`config.mk`:
```
export PLATFORM = sky130hd
export DESIGN_NAME = fragment_hole_tracker
export DESIGN_NICKNAME = d
export VERILOG_FILES = /design/src/hdl/fht_pkg.sv /design/src/hdl/fragment_hole_tracker.sv /design/src/hdl/fht_front.sv /design/src/hdl/fht_queue.sv /design/src/hdl/fht_engine.sv
export SDC_FILE = /design/constraint.sdc
export NUM_CORES = 1
export LEC_CHECK = 0
export ABC_CLOCK_PERIOD_IN_PS = 6200
export BUFFER_PORTS_ARGS = -buffer_cell sky130_fd_sc_hd__buf_4
export CAP_MARGIN = 25
export CORE_MARGIN = 4
export CORE_UTILIZATION = 30
export CTS_BUF_LIST = sky130_fd_sc_hd__clkbuf_16
export DETAILED_ROUTE_END_ITERATION = 8
export PLACE_DENSITY_LB_ADDON = 0.12
export SLEW_MARGIN = 10
export SYNTH_ARGS = -nofsm -noshare
export SYNTH_HDL_FRONTEND = slang
export SYNTH_SLANG_ARGS = --single-unit
```
`constraint.sdc`:
```
create_clock -name clock -period 6.2 [get_ports clock]
set_clock_uncertainty 0.05 [all_clocks]
set_input_delay 1.24 -clock clock [delete_from_list [all_inputs] [get_ports clock]]
set_output_delay 1.24 -clock clock [all_outputs]
set_load 0.01 [all_outputs]
```
`src/hdl/fht_pkg.sv`:
```
// ----------------------------------------------------------------------------
// fht_pkg
// Shared types and constants of the fragment hole tracker.
// ----------------------------------------------------------------------------
`timescale 1ns / 1ps
`default_nettype none

package fht_pkg;

   // Entries in the request queue between front and back
   localparam int QUEUE_DEPTH = 2;

   // One classified request as it travels from front to back
   typedef struct packed {
      logic        new_datagram;
      logic [15:0] total_length;
      logic [15:0] frag_offset;
      logic [16:0] frag_end;      // offset + length, no wrap
   } req_type;

endpackage

`default_nettype wire

```
`src/hdl/fragment_hole_tracker.sv`:
```
// ----------------------------------------------------------------------------
// fragment_hole_tracker
// Tracks the missing byte ranges of one datagram as an ordered hole table.
// ----------------------------------------------------------------------------
//
//   channel   ports                                        handshake
//   request   req_new_datagram, req_total_length,          start && !busy
//             req_frag_offset, req_frag_length
//   response  rsp_accepted, rsp_complete,                  rsp_strobe, 1 cycle
//             rsp_table_overflow
//
// While a request runs, the engine reads one hole per cycle from the table
// memory and moves one entry per cycle when a hole is removed or split.
// busy is high for one cycle after each request and stays high while the
// request queue is full. Synchronous reset empties the table and the queue.
// The receiver cannot stall; each response is shown for one cycle only.
//
`timescale 1ns / 1ps
`default_nettype none

module fragment_hole_tracker #(
   parameter int MAX_HOLES = 16
) (
   input  wire logic        clock,
   input  wire logic        reset,
   input  wire logic        start,
   output logic             busy,
   input  wire logic        req_new_datagram,
   input  wire logic [15:0] req_total_length,
   input  wire logic [15:0] req_frag_offset,
   input  wire logic [15:0] req_frag_length,
   output logic             rsp_strobe,
   output logic             rsp_accepted,
   output logic             rsp_complete,
   output logic             rsp_table_overflow
);

   logic             q_full;
   logic             q_push;
   fht_pkg::req_type q_push_item;
   logic             q_pop;
   logic             q_valid;
   fht_pkg::req_type q_head;

   // Capture and classify requests
   fht_front u_front (
      .clock            (clock),
      .reset            (reset),
      .start            (start),
      .busy             (busy),
      .req_new_datagram (req_new_datagram),
      .req_total_length (req_total_length),
      .req_frag_offset  (req_frag_offset),
      .req_frag_length  (req_frag_length),
      .q_full           (q_full),
      .q_push           (q_push),
      .q_item           (q_push_item)
   );

   // Decouple front and engine
   fht_queue u_queue (
      .clock      (clock),
      .reset      (reset),
      .push       (q_push),
      .push_item  (q_push_item),
      .full       (q_full),
      .pop        (q_pop),
      .head_valid (q_valid),
      .head_item  (q_head)
   );

   // Update the hole table
   fht_engine #(
      .MAX_HOLES (MAX_HOLES)
   ) u_engine (
      .clock              (clock),
      .reset              (reset),
      .q_valid            (q_valid),
      .q_item             (q_head),
      .q_pop              (q_pop),
      .rsp_strobe         (rsp_strobe),
      .rsp_accepted       (rsp_accepted),
      .rsp_complete       (rsp_complete),
      .rsp_table_overflow (rsp_table_overflow)
   );

endmodule

`default_nettype wire

```
`src/hdl/fht_front.sv`:
```
// ----------------------------------------------------------------------------
// fht_front
// Request capture stage: takes a request, forms the fragment end offset and
// hands the classified request to the queue.
// ----------------------------------------------------------------------------
`timescale 1ns / 1ps
`default_nettype none

module fht_front (
   input  wire logic             clock,
   input  wire logic             reset,
   input  wire logic             start,
   output logic                  busy,
   input  wire logic             req_new_datagram,
   input  wire logic [15:0]      req_total_length,
   input  wire logic [15:0]      req_frag_offset,
   input  wire logic [15:0]      req_frag_length,
   input  wire logic             q_full,
   output logic                  q_push,
   output fht_pkg::req_type      q_item
);

   logic             valid_ff;
   logic             valid_in;
   fht_pkg::req_type item_ff;
   fht_pkg::req_type item_in;
   logic             take;

   assign busy   = valid_ff;
   assign take   = start && !valid_ff;
   assign q_push = valid_ff && !q_full;
   assign q_item = item_ff;

   // Capture a request and form its end offset at 17 bits
   always_comb begin
      item_in = item_ff;
      if (take) begin
         item_in.new_datagram = req_new_datagram;
         item_in.total_length = req_total_length;
         item_in.frag_offset  = req_frag_offset;
         item_in.frag_end     = {1'b0, req_frag_offset} + {1'b0, req_frag_length};
      end
   end

   // Hold the request until the queue has room
   always_comb begin
      valid_in = valid_ff;
      if (take) begin
         valid_in = 1'b1;
      end else if (q_push) begin
         valid_in = 1'b0;
      end
   end

   always_ff @(posedge clock) begin
      if (reset) begin
         valid_ff <= 1'b0;
      end else begin
         valid_ff <= valid_in;
      end
   end

   always_ff @(posedge clock) begin
      item_ff <= item_in;
   end

endmodule

`default_nettype wire

```
`src/hdl/fht_queue.sv`:
```
// ----------------------------------------------------------------------------
// fht_queue
// Short request queue that decouples the front stage from the hole engine.
// ----------------------------------------------------------------------------
`timescale 1ns / 1ps
`default_nettype none

module fht_queue (
   input  wire logic             clock,
   input  wire logic             reset,
   input  wire logic             push,
   input  wire fht_pkg::req_type push_item,
   output logic                  full,
   input  wire logic             pop,
   output logic                  head_valid,
   output fht_pkg::req_type      head_item
);

   localparam int PW = (fht_pkg::QUEUE_DEPTH > 1) ? $clog2(fht_pkg::QUEUE_DEPTH) : 1;
   localparam int FW = $clog2(fht_pkg::QUEUE_DEPTH + 1);
   localparam logic [PW-1:0] LAST = PW'(fht_pkg::QUEUE_DEPTH - 1);

   fht_pkg::req_type slot_ff [fht_pkg::QUEUE_DEPTH];
   logic [PW-1:0]    wr_ptr_ff;
   logic [PW-1:0]    wr_ptr_in;
   logic [PW-1:0]    rd_ptr_ff;
   logic [PW-1:0]    rd_ptr_in;
   logic [FW-1:0]    fill_ff;
   logic [FW-1:0]    fill_in;
   logic             do_push;
   logic             do_pop;

   assign full       = (fill_ff == FW'(fht_pkg::QUEUE_DEPTH));
   assign head_valid = (fill_ff != '0);
   assign head_item  = slot_ff[rd_ptr_ff];
   assign do_push    = push && !full;
   assign do_pop     = pop && head_valid;

   // Advance pointers with wrap at the queue depth
   always_comb begin
      wr_ptr_in = wr_ptr_ff;
      rd_ptr_in = rd_ptr_ff;
      fill_in   = fill_ff;
      if (do_push) begin
         wr_ptr_in = (wr_ptr_ff == LAST) ? '0 : wr_ptr_ff + 1'b1;
      end
      if (do_pop) begin
         rd_ptr_in = (rd_ptr_ff == LAST) ? '0 : rd_ptr_ff + 1'b1;
      end
      if (do_push && !do_pop) begin
         fill_in = fill_ff + 1'b1;
      end else if (do_pop && !do_push) begin
         fill_in = fill_ff - 1'b1;
      end
   end

   always_ff @(posedge clock) begin
      if (reset) begin
         wr_ptr_ff <= '0;
         rd_ptr_ff <= '0;
         fill_ff   <= '0;
      end else begin
         wr_ptr_ff <= wr_ptr_in;
         rd_ptr_ff <= rd_ptr_in;
         fill_ff   <= fill_in;
      end
   end

   // Store the pushed request
   always_ff @(posedge clock) begin
      if (do_push) begin
         slot_ff[wr_ptr_ff] <= push_item;
      end
   end

endmodule

`default_nettype wire

```
`src/hdl/fht_engine.sv`:
```
// ----------------------------------------------------------------------------
// fht_engine
// Hole table engine: scans the ordered hole table one entry per cycle,
// then trims, removes or splits the matching hole, shifting entries one
// per cycle through a single-port-write, single-port-read memory.
// ----------------------------------------------------------------------------
`timescale 1ns / 1ps
`default_nettype none

module fht_engine #(
   parameter int MAX_HOLES = 16
) (
   input  wire logic             clock,
   input  wire logic             reset,
   input  wire logic             q_valid,
   input  wire fht_pkg::req_type q_item,
   output logic                  q_pop,
   output logic                  rsp_strobe,
   output logic                  rsp_accepted,
   output logic                  rsp_complete,
   output logic                  rsp_table_overflow
);

   localparam int AW = (MAX_HOLES > 1) ? $clog2(MAX_HOLES) : 1;
   localparam int CW = $clog2(MAX_HOLES + 1);

   localparam logic [2:0] S_IDLE  = 3'd0;
   localparam logic [2:0] S_NEWD  = 3'd1;
   localparam logic [2:0] S_ISSUE = 3'd2;
   localparam logic [2:0] S_CHECK = 3'd3;
   localparam logic [2:0] S_SHD   = 3'd4;
   localparam logic [2:0] S_SHU   = 3'd5;
   localparam logic [2:0] S_SPL1  = 3'd6;
   localparam logic [2:0] S_SPL2  = 3'd7;

   // Hole table: {start, end} per entry
   logic [31:0]      mem [MAX_HOLES];
   logic [31:0]      rd_data_ff;
   logic             rd_en;
   logic [AW-1:0]    rd_addr;
   logic             wr_en;
   logic [AW-1:0]    wr_addr;
   logic [31:0]      wr_data;

   logic [2:0]       state_ff, state_in;
   logic [CW-1:0]    count_ff, count_in;
   logic [CW-1:0]    idx_ff, idx_in;
   logic [CW-1:0]    ptr_ff, ptr_in;
   fht_pkg::req_type work_ff, work_in;
   logic [15:0]      hs_ff, hs_in;
   logic [15:0]      he_ff, he_in;
   logic             strobe_ff, strobe_in;
   logic             acc_ff, acc_in;
   logic             cmp_ff, cmp_in;
   logic             ovf_ff, ovf_in;

   logic [15:0]      hs;
   logic [15:0]      he;
   logic             fits;
   logic [CW-1:0]    idx_next;
   logic [CW:0]      idx_plus3;

   assign hs        = rd_data_ff[31:16];
   assign he        = rd_data_ff[15:0];
   assign fits      = (hs <= work_ff.frag_offset) && (work_ff.frag_end <= {1'b0, he});
   assign idx_next  = idx_ff + 1'b1;
   assign idx_plus3 = {1'b0, idx_ff} + (CW+1)'(3);

   assign rsp_strobe         = strobe_ff;
   assign rsp_accepted       = acc_ff;
   assign rsp_complete       = cmp_ff;
   assign rsp_table_overflow = ovf_ff;

   // Sequence scan, update and shifts
   always_comb begin
      state_in  = state_ff;
      count_in  = count_ff;
      idx_in    = idx_ff;
      ptr_in    = ptr_ff;
      work_in   = work_ff;
      hs_in     = hs_ff;
      he_in     = he_ff;
      strobe_in = 1'b0;
      acc_in    = acc_ff;
      cmp_in    = cmp_ff;
      ovf_in    = ovf_ff;
      q_pop     = 1'b0;
      rd_en     = 1'b0;
      rd_addr   = '0;
      wr_en     = 1'b0;
      wr_addr   = '0;
      wr_data   = rd_data_ff;
      case (state_ff)
         S_IDLE: begin
            if (q_valid) begin
               q_pop   = 1'b1;
               work_in = q_item;
               idx_in  = '0;
               if (q_item.new_datagram) begin
                  state_in = S_NEWD;
               end else if (count_ff == '0) begin
                  strobe_in = 1'b1;
                  acc_in    = 1'b0;
                  cmp_in    = 1'b1;
                  ovf_in    = 1'b0;
               end else begin
                  rd_en    = 1'b1;
                  state_in = S_CHECK;
               end
            end
         end
         S_NEWD: begin
            // Open a single hole over the whole datagram
            wr_en    = 1'b1;
            wr_addr  = '0;
            wr_data  = {16'h0000, work_ff.total_length};
            count_in = CW'(1);
            state_in = S_ISSUE;
         end
         S_ISSUE: begin
            rd_en    = 1'b1;
            rd_addr  = '0;
            state_in = S_CHECK;
         end
         S_CHECK: begin
            if (!fits) begin
               // Advance to the next hole, or reject at the end of the table
               if (idx_next < count_ff) begin
                  rd_en   = 1'b1;
                  rd_addr = idx_next[AW-1:0];
                  idx_in  = idx_next;
               end else begin
                  strobe_in = 1'b1;
                  acc_in    = 1'b0;
                  cmp_in    = (count_ff == '0);
                  ovf_in    = 1'b0;
                  state_in  = S_IDLE;
               end
            end else if (hs == work_ff.frag_offset) begin
               if (work_ff.frag_end == {1'b0, he}) begin
                  // Remove the hole, closing the gap if entries follow
                  if (idx_next == count_ff) begin
                     count_in  = count_ff - 1'b1;
                     strobe_in = 1'b1;
                     acc_in    = 1'b1;
                     cmp_in    = (count_in == '0);
                     ovf_in    = 1'b0;
                     state_in  = S_IDLE;
                  end else begin
                     rd_en    = 1'b1;
                     rd_addr  = idx_next[AW-1:0];
                     ptr_in   = idx_ff;
                     state_in = S_SHD;
                  end
               end else begin
                  // Trim the hole at its front
                  wr_en     = 1'b1;
                  wr_addr   = idx_ff[AW-1:0];
                  wr_data   = {work_ff.frag_end[15:0], he};
                  strobe_in = 1'b1;
                  acc_in    = 1'b1;
                  cmp_in    = 1'b0;
                  ovf_in    = 1'b0;
                  state_in  = S_IDLE;
               end
            end else if (work_ff.frag_end == {1'b0, he}) begin
               // Trim the hole at its back
               wr_en     = 1'b1;
               wr_addr   = idx_ff[AW-1:0];
               wr_data   = {hs, work_ff.frag_offset};
               strobe_in = 1'b1;
               acc_in    = 1'b1;
               cmp_in    = 1'b0;
               ovf_in    = 1'b0;
               state_in  = S_IDLE;
            end else if (count_ff >= CW'(MAX_HOLES)) begin
               // Drop the fragment: no room for a split
               strobe_in = 1'b1;
               acc_in    = 1'b0;
               cmp_in    = 1'b0;
               ovf_in    = 1'b1;
               state_in  = S_IDLE;
            end else begin
               // Split: make room after the hole if entries follow
               hs_in = hs;
               he_in = he;
               if (idx_next == count_ff) begin
                  state_in = S_SPL1;
               end else begin
                  rd_en    = 1'b1;
                  rd_addr  = AW'(count_ff - 1'b1);
                  ptr_in   = count_ff;
                  state_in = S_SHU;
               end
            end
         end
         S_SHD: begin
            // Move one entry down
            wr_en   = 1'b1;
            wr_addr = ptr_ff[AW-1:0];
            wr_data = rd_data_ff;
            if ((ptr_ff + CW'(2)) < count_ff) begin
               rd_en   = 1'b1;
               rd_addr = AW'(ptr_ff + CW'(2));
               ptr_in  = ptr_ff + 1'b1;
            end else begin
               count_in  = count_ff - 1'b1;
               strobe_in = 1'b1;
               acc_in    = 1'b1;
               cmp_in    = (count_in == '0);
               ovf_in    = 1'b0;
               state_in  = S_IDLE;
            end
         end
         S_SHU: begin
            // Move one entry up
            wr_en   = 1'b1;
            wr_addr = ptr_ff[AW-1:0];
            wr_data = rd_data_ff;
            if ({1'b0, ptr_ff} >= idx_plus3) begin
               rd_en   = 1'b1;
               rd_addr = AW'(ptr_ff - CW'(2));
               ptr_in  = ptr_ff - 1'b1;
            end else begin
               state_in = S_SPL1;
            end
         end
         S_SPL1: begin
            // Write the back piece
            wr_en    = 1'b1;
            wr_addr  = idx_next[AW-1:0];
            wr_data  = {work_ff.frag_end[15:0], he_ff};
            state_in = S_SPL2;
         end
         S_SPL2: begin
            // Write the front piece in place of the old hole
            wr_en     = 1'b1;
            wr_addr   = idx_ff[AW-1:0];
            wr_data   = {hs_ff, work_ff.frag_offset};
            count_in  = count_ff + 1'b1;
            strobe_in = 1'b1;
            acc_in    = 1'b1;
            cmp_in    = 1'b0;
            ovf_in    = 1'b0;
            state_in  = S_IDLE;
         end
         default: begin
            state_in = S_IDLE;
         end
      endcase
   end

   always_ff @(posedge clock) begin
      if (reset) begin
         state_ff  <= S_IDLE;
         count_ff  <= '0;
         strobe_ff <= 1'b0;
      end else begin
         state_ff  <= state_in;
         count_ff  <= count_in;
         strobe_ff <= strobe_in;
      end
   end

   always_ff @(posedge clock) begin
      idx_ff  <= idx_in;
      ptr_ff  <= ptr_in;
      work_ff <= work_in;
      hs_ff   <= hs_in;
      he_ff   <= he_in;
      acc_ff  <= acc_in;
      cmp_ff  <= cmp_in;
      ovf_ff  <= ovf_in;
   end

   // Hole table memory with registered read
   always_ff @(posedge clock) begin
      if (wr_en) begin
         mem[wr_addr] <= wr_data;
      end
   end

   always_ff @(posedge clock) begin
      if (rd_en) begin
         rd_data_ff <= mem[rd_addr];
      end
   end

endmodule

`default_nettype wire

```
# Word-level counts from Yosys, hierarchy flattened

Memories as Yosys holds them, arrays and structs flattened. A register that Yosys moved wholly into a read port is not among the register bits.
Index checks and enable logic that the tools add are counted.

Bits in writable memories: 612
Register bits after elaboration: 158
Memories kept: 2
Bits of input ports: 52

$add $sub $neg: 13
Multiplexer cells: 130
Reductions and logical operators: 30
$lt $le $gt $ge: 6
Eq/ne operators: 33
Bitwise operators: 3

Memories:

| memory          | depth | width | read ports | clocked after Yosys merged registers in | wr ports | line             | source |
|---|---|---|---|---|---|---|---|
| u_engine.mem    | 16    | 32    | 1          | 1                                       | 1        | fht_engine.sv:37 | `logic [31:0] mem [MAX_HOLES];` |
| u_queue.slot_ff | 2     | 50    | 1          | 1                                       | 1        | fht_queue.sv:23  | `fht_pkg::req_type slot_ff [fht_pkg::QUEUE_DEPTH];` |

Operator list:

| kind                | count |
|---|---|
| $pmux 32 s4         | 1 |
| $mux 32             | 3 |
| $mux 5              | 17 |
| $mux 1              | 67 |
| $mux 4              | 14 |
| $mux 3              | 12 |
| $pmux 3 s8          | 1 |
| $pmux 5 s4          | 1 |
| $add 16x16->17      | 1 |
| $eq 17x16->1        | 1 |
| $le 17x16->1        | 1 |
| $eq 16x16->1        | 1 |
| $le 16x16->1        | 1 |
| $mux 16             | 1 |
| $ne 2x1->1 const B  | 8 |
| $pmux 1 s4          | 4 |
| $pmux 4 s4          | 1 |
| $add 5x1->5 const B | 3 |
| $ne 3x2->1 const B  | 5 |
| $pmux 5 s3          | 1 |
| $eq 3x3->1 const B  | 4 |
| $pmux 4 s3          | 1 |
| $logic_not 5->1     | 2 |
| $lt 5x5->1          | 2 |
| other kinds (35)    | 62 |

# Longest topological paths before layout

Word-level depth: 8
Depth in mapped cells: 19
Depth with buffers taken out: 14

# Hierarchy

Synthesis repeated with hierarchy kept, for this count alone.

Cell total of the unflattened synthesis: 2,505
Area, all modules: 35,455.3 µm²

Modules (own cells, without submodules):

| module     | area an instance (µm²) | sequential area each (µm²) | cells an instance | times used |
|---|---|---|---|---|
| fht_engine | 29,221.8               | 19,338.5                   | 2,156             | 1 |
| fht_queue  | 3,814.9                | 3,103.0                    | 181               | 1 |
| fht_front  | 2,418.6                | 1,521.5                    | 168               | 1 |

# Least setup slack after synthesis

No wires, ideal clock.

Path type: register to register
Start point: register u_engine.work_ff[8] in the netlist's numbering
End point: memory u_engine.mem[12][0] (enable)
Path slack: 1.461 ns
Cell stages (with the launch flop): 12
Buffers on the path: 0
Setup time: 0.421 ns
Data arrival time: 4.268 ns
Cell sequence: edfxtp_1 -> ha_1 -> nand2_1 -> o21ai_1 -> a2111oi_2 -> nand3_1 -> a22o_1 -> o31ai_1 -> o21bai_1 -> a221oi_1 -> or2_2 -> nor2_1

Longest elaborated chain between the ends: 7
Elaborated cells between the ends (all ways): 15
Those cells by class: order compare: 1; eq/ne: 1; mux: 12; reduce/logical: 1

RTL lines:

| element                                                              | line              | source |
|---|---|---|
| start: declaration                                                   | fht_engine.sv:49  | `fht_pkg::req_type work_ff, work_in;` |
| start signal: assignment                                             | fht_engine.sv:268 | `work_ff <= work_in;` |
| parallel branches: the longest is 7 deep, another holds $le 17x16->1 | n/a               |  |
| end: declaration                                                     | fht_engine.sv:37  |  |

Parallel ways; which one is timed is not known.

# Final worst setup path

Start point: register u_engine.idx_ff[0]
End point: register u_engine.rd_data_ff[2] (read register of u_engine.mem), data pin

Longest elaborated chain between the ends: 8
Elaborated cells between the ends (all ways): 24
Those cells by class: add/sub: 2; order compare: 2; eq/ne: 1; mux: 19

RTL lines:

| element                                  | line                                 | source |
|---|---|---|
| start: declaration                       | fht_engine.sv:47                     | `logic [CW-1:0] idx_ff, idx_in;` |
| start signal: assignment                 | fht_engine.sv:266                    | `idx_ff <= idx_in;` |
| $add 5x1->5 (*)                          | fht_engine.sv:66                     | `assign idx_next = idx_ff + 1'b1;` |
| via u_engine.idx_next[4]                 | fht_engine.sv:60                     | `logic [CW-1:0] idx_next;` |
| $eq 5x5->1                               | fht_engine.sv:142, fht_engine.sv:187 |  |
| $mux 1 or $mux 4 (tied branches)         | fht_engine.sv:142, fht_engine.sv:187 |  |
| $mux 1 or $mux 4 (tied branches)         | fht_engine.sv:176                    | `end else if (count_ff >= CW'(MAX_HOLES)) begin` |
| $mux 1 or $mux 4 (tied branches)         | fht_engine.sv:166                    | `end else if (work_ff.frag_end == {1'b0, he}) begin` |
| $mux 1 or $mux 4 (tied branches)         | fht_engine.sv:139                    | `end else if (hs == work_ff.frag_offset) begin` |
| $mux 1 or $mux 4 (tied branches)         | fht_engine.sv:126                    | `if (!fits) begin` |
| $pmux 1 s5 or $pmux 4 s3 (tied branches) | fht_engine.sv:93                     | `case (state_ff)` |
| end: declaration                         | fht_engine.sv:38                     | `logic [31:0] rd_data_ff;` |

Mark *: on every way through the listed nets, which the timed path passes. The rest lies on a longest branch.
A chain may end at the register's enable or synchronous reset.

==> impl_results.md <==
- Io pins: 57
- HP Start: u_front.q_item[39]$_DFFE_PP_
- Vias per cell: 4.99
- DRT Pass-1 Iters: 5
- Post-layout util: 35.3%
- Status: finished, final reports clean
- Slew Limit Fails: 0
- Layout cells sized above 1: 16.7%
- Number of flops mapped to enable cells by yosys: 788
- DR WL/cell: around 24 um
- Inserted Clock Buffers: slightly above 90
- Maximum buffer depth of the clock tree: 3
- Placer Congestion: 0.826
- Max-cap violations: 0
- Slowest stage delay, CP: about 0.7 ns
- H-tree lvl count: 3
- Setup TNS: 0 ns
- Quantity of gates resized following cts: 0
- Placed cell count: around 3.7k
- Most frequent cell after synthesis: edfxtp_1
- Top FF cell, synth: edfxtp_1
- Sink Count: between 800 and 900
- Starting density of the core: 30.3%
- Ys async rst share: 0%
- Startpoint Class: flop
- Most area-consuming cells after synthesis: edfxtp_1, mux2i_1, ha_1, a211oi_1, o22ai_1
- Leading area contributor after synthesis: edfxtp_1
- R2R Path Start: u_engine.idx_ff[0]$_SDFFCE_PN0P_
- Clk root buf: clkbuf_16
- Clk Latency, worst-skew pair: between 0.6 and 0.7 ns
- Via Count: 19.2k
- RSZ-0062 raised after global routing: false
- IO buf count: between 50 and 60
- CTS tree: yes
- HP Class: reg2reg
- # DRC: 0
- Relative max-transition margin: 29.6%
- WHS Path Cells: 0
- Placed wire-length estimate: 56000 um
- Mapped Area: 0.0337 mm^2
- Layout Nets: 2419
- FF-to-FF path depth: 15
- Pleak: 13.0 nW
- First-pass GRT wire length: 135000 um
- DIE HEIGHT: approximately 340 um
- Crit path cell chain: ha_1 > nand3_1 > xnor2_1 > ha_1 > and3_1 > and3_1 > nor2_1 > nand2_1 > a2111o_1 > and3b_1 > nor2_4 > buf_12 > mux2i_1 > o22ai_1 > or4_1
- Worst path arrival time: 5.85 ns
- Nature of the critical path endpoint: flop
- Num rows: 122
- Post-Syn Area per Cell: 15.6 um^2
- Area Overhead vs Synth: 16.5%
- Final min period: 5.56 ns
- Largest net degree at the start of global routing: 56
- Clock-pin slew on the worst setup and hold paths: ~0.060 ns
- Top cells by count, synth: edfxtp_1, mux2i_1, a211oi_1
- Final WL: 93300 um
- Seq/Total Area, Yosys: around 71%
- N_diodes: 0
- Die area: 0.118 mm^2
- Crit path launch: u_engine.idx_ff[0]$_SDFFCE_PN0P_
- Die width: around 340 um
- Post-layout power: between 15 and 20 mW
- Final period util: 89.6%
- Post-synth cell types: 75
- Core area: 0.111 mm^2
- Max Freq: 180 MHz
- Worst IR Drop VDD: 235 uV
- Initial DRC count: 1437
- Gr usage total: 15.7%
- Crit-path max FO: 55
- Synth Net Count: 2297
- Post-CTS Setup Inserts: 0
- Antenna violations before repair: 2
- Synth Warn #: 0
- #FFs+latches synth: 803
- Hold_buf cts: 0
- Critical-path top delay cell: or4_1
- Top cell type's share of synthesized area: 70.3%
- Setup CP Type: reg2reg
- Worst endpoint required time: 6.50 ns
- Layout filler cell count: 10.7k
- Cells after synthesis: 2163
- Power per cell area: 441 mW/mm^2
- Vias in the first global route: 19.6k
- Final Hold Vio Count: 0
- Total grt overflow: 0
- Post-route ant nets: 0
- Actual slew at the worst max-slew pin: approximately 1.1 ns
- Post-Layout Cell Count: 3844
- Final Setup Violations: 0
==> state kept, by name, indices dropped and copies added, names as in the netlist, 2 cells and up, named ones only <==
| signal | cells |
|---|---|
| u_engine.hs_ff | 16 |
| u_engine.count_ff | 5 |
| u_queue.slot_ff | 100 |
| u_front.q_item | 50 |
| u_engine.rd_data_ff | 32 |
| u_engine.work_ff | 49 |
| u_engine.he_ff | 16 |
| u_queue.fill_ff | 2 |
| u_engine.mem | 512 |
| u_engine.idx_ff | 5 |
| u_engine.ptr_ff | 5 |
| u_engine.state_ff | 3 |
==> layout make-up <==
class	count	area (um^2)	area share [%]
tap	1488	1860	4.75
multi-input combinational	1150	8940	22.8
sequential	803	24000	61.1
clock inverter	69	489	1.25
inverter	96	365	0.931
clock buffer	95	2380	6.06
timing repair buffer	143	1230	3.13
==> layer usage <==
metal  up-vias  track usage, %  wire length, um
met5         -               0               10
met4         2            4.91             2420
met3       137            2.61             4300
met2       493            25.7            44100
met1      9799            21.3            42400
li1       8755               -                -
==> report_power, final <==
part	switching, mW	total, mW	internal, mW	leakage, nW
registers	0.501	7.93	7.43	7.32
logic	2.88	4.23	1.35	4.13
clock network	2.14	5.15	3.01	1.49
==> critical path, delay by kind of cell (launching register included) <==
family,cells,cell delay [ns]
buf+inv,1,0.41
fa+ha+maj,2,0.66
xor+xnor,1,0.20
compound gates,2,0.55
mux,1,0.26
flops,1,0.59
simple gates,8,2.44
==> path summary, 6_finish.rpt <==
check / slack, ns / to
worst max register to register: 0.64 / u_engine.rd_data_ff[2]$_DFFE_PP_
worst min register to register: 0.39 / u_queue.slot_ff[0][39]$_DFFE_PP_
worst max-delay path: 0.64 / u_engine.rd_data_ff[2]$_DFFE_PP_
worst min-delay path: 0.39 / u_queue.slot_ff[0][39]$_DFFE_PP_
==> logic make-up (layout without fill, tap and decap cells) <==
group,count (synthesis),after routing,share of synthesized area [%]
muxes,238,238,7.26
DFF,803,803,71.2
buffers and inverters,210,403,2.91
xor gates and xnor gates,33,33,0.858
AOI/OAI and AO/OA,498,498,10.2
and+or+nand+nor,299,299,4.56
adders and majority gates,82,82,3.09
==> stage by stage <==
step	hold slack [ns]	instance area (um^2)	worst slack (ns)
floorplan	0.371	33700	1.46
global placement	0.376	36300	0.701
detailed placement	0.380	36300	0.666
CTS	0.374	39200	0.646
global route	0.383	39200	0.288
finish	0.387	39200	0.643
==> cells in the final DEF, fill, tap and decap left out, types with 9 or more instances in the layout <==
cell,netlist,routed
inv_1,94,114
nor2_1,78,62
xor2_1,11,10
clkbuf_16,0,95
buf_4,3,132
a22o_1,19,19
nor2_4,0,17
nand2_1,89,89
nor3_1,10,10
nand3_1,14,13
a21oi_1,85,84
mux2i_1,188,187
nand2b_1,11,10
clkinv_1,0,18
o21ai_0,54,54
or3_1,9,9
xnor2_1,22,22
buf_12,0,9
nor2b_1,13,9
a211oi_1,122,122
o22ai_1,96,96
ha_1,80,80
mux2_2,50,50
or4_1,31,31
edfxtp_1,788,788
clkinv_2,0,18
a22oi_1,18,18
dfxtp_1,15,14
a21oi_2,25,25
No activity file was read; power rests on OpenSTA's default activity.
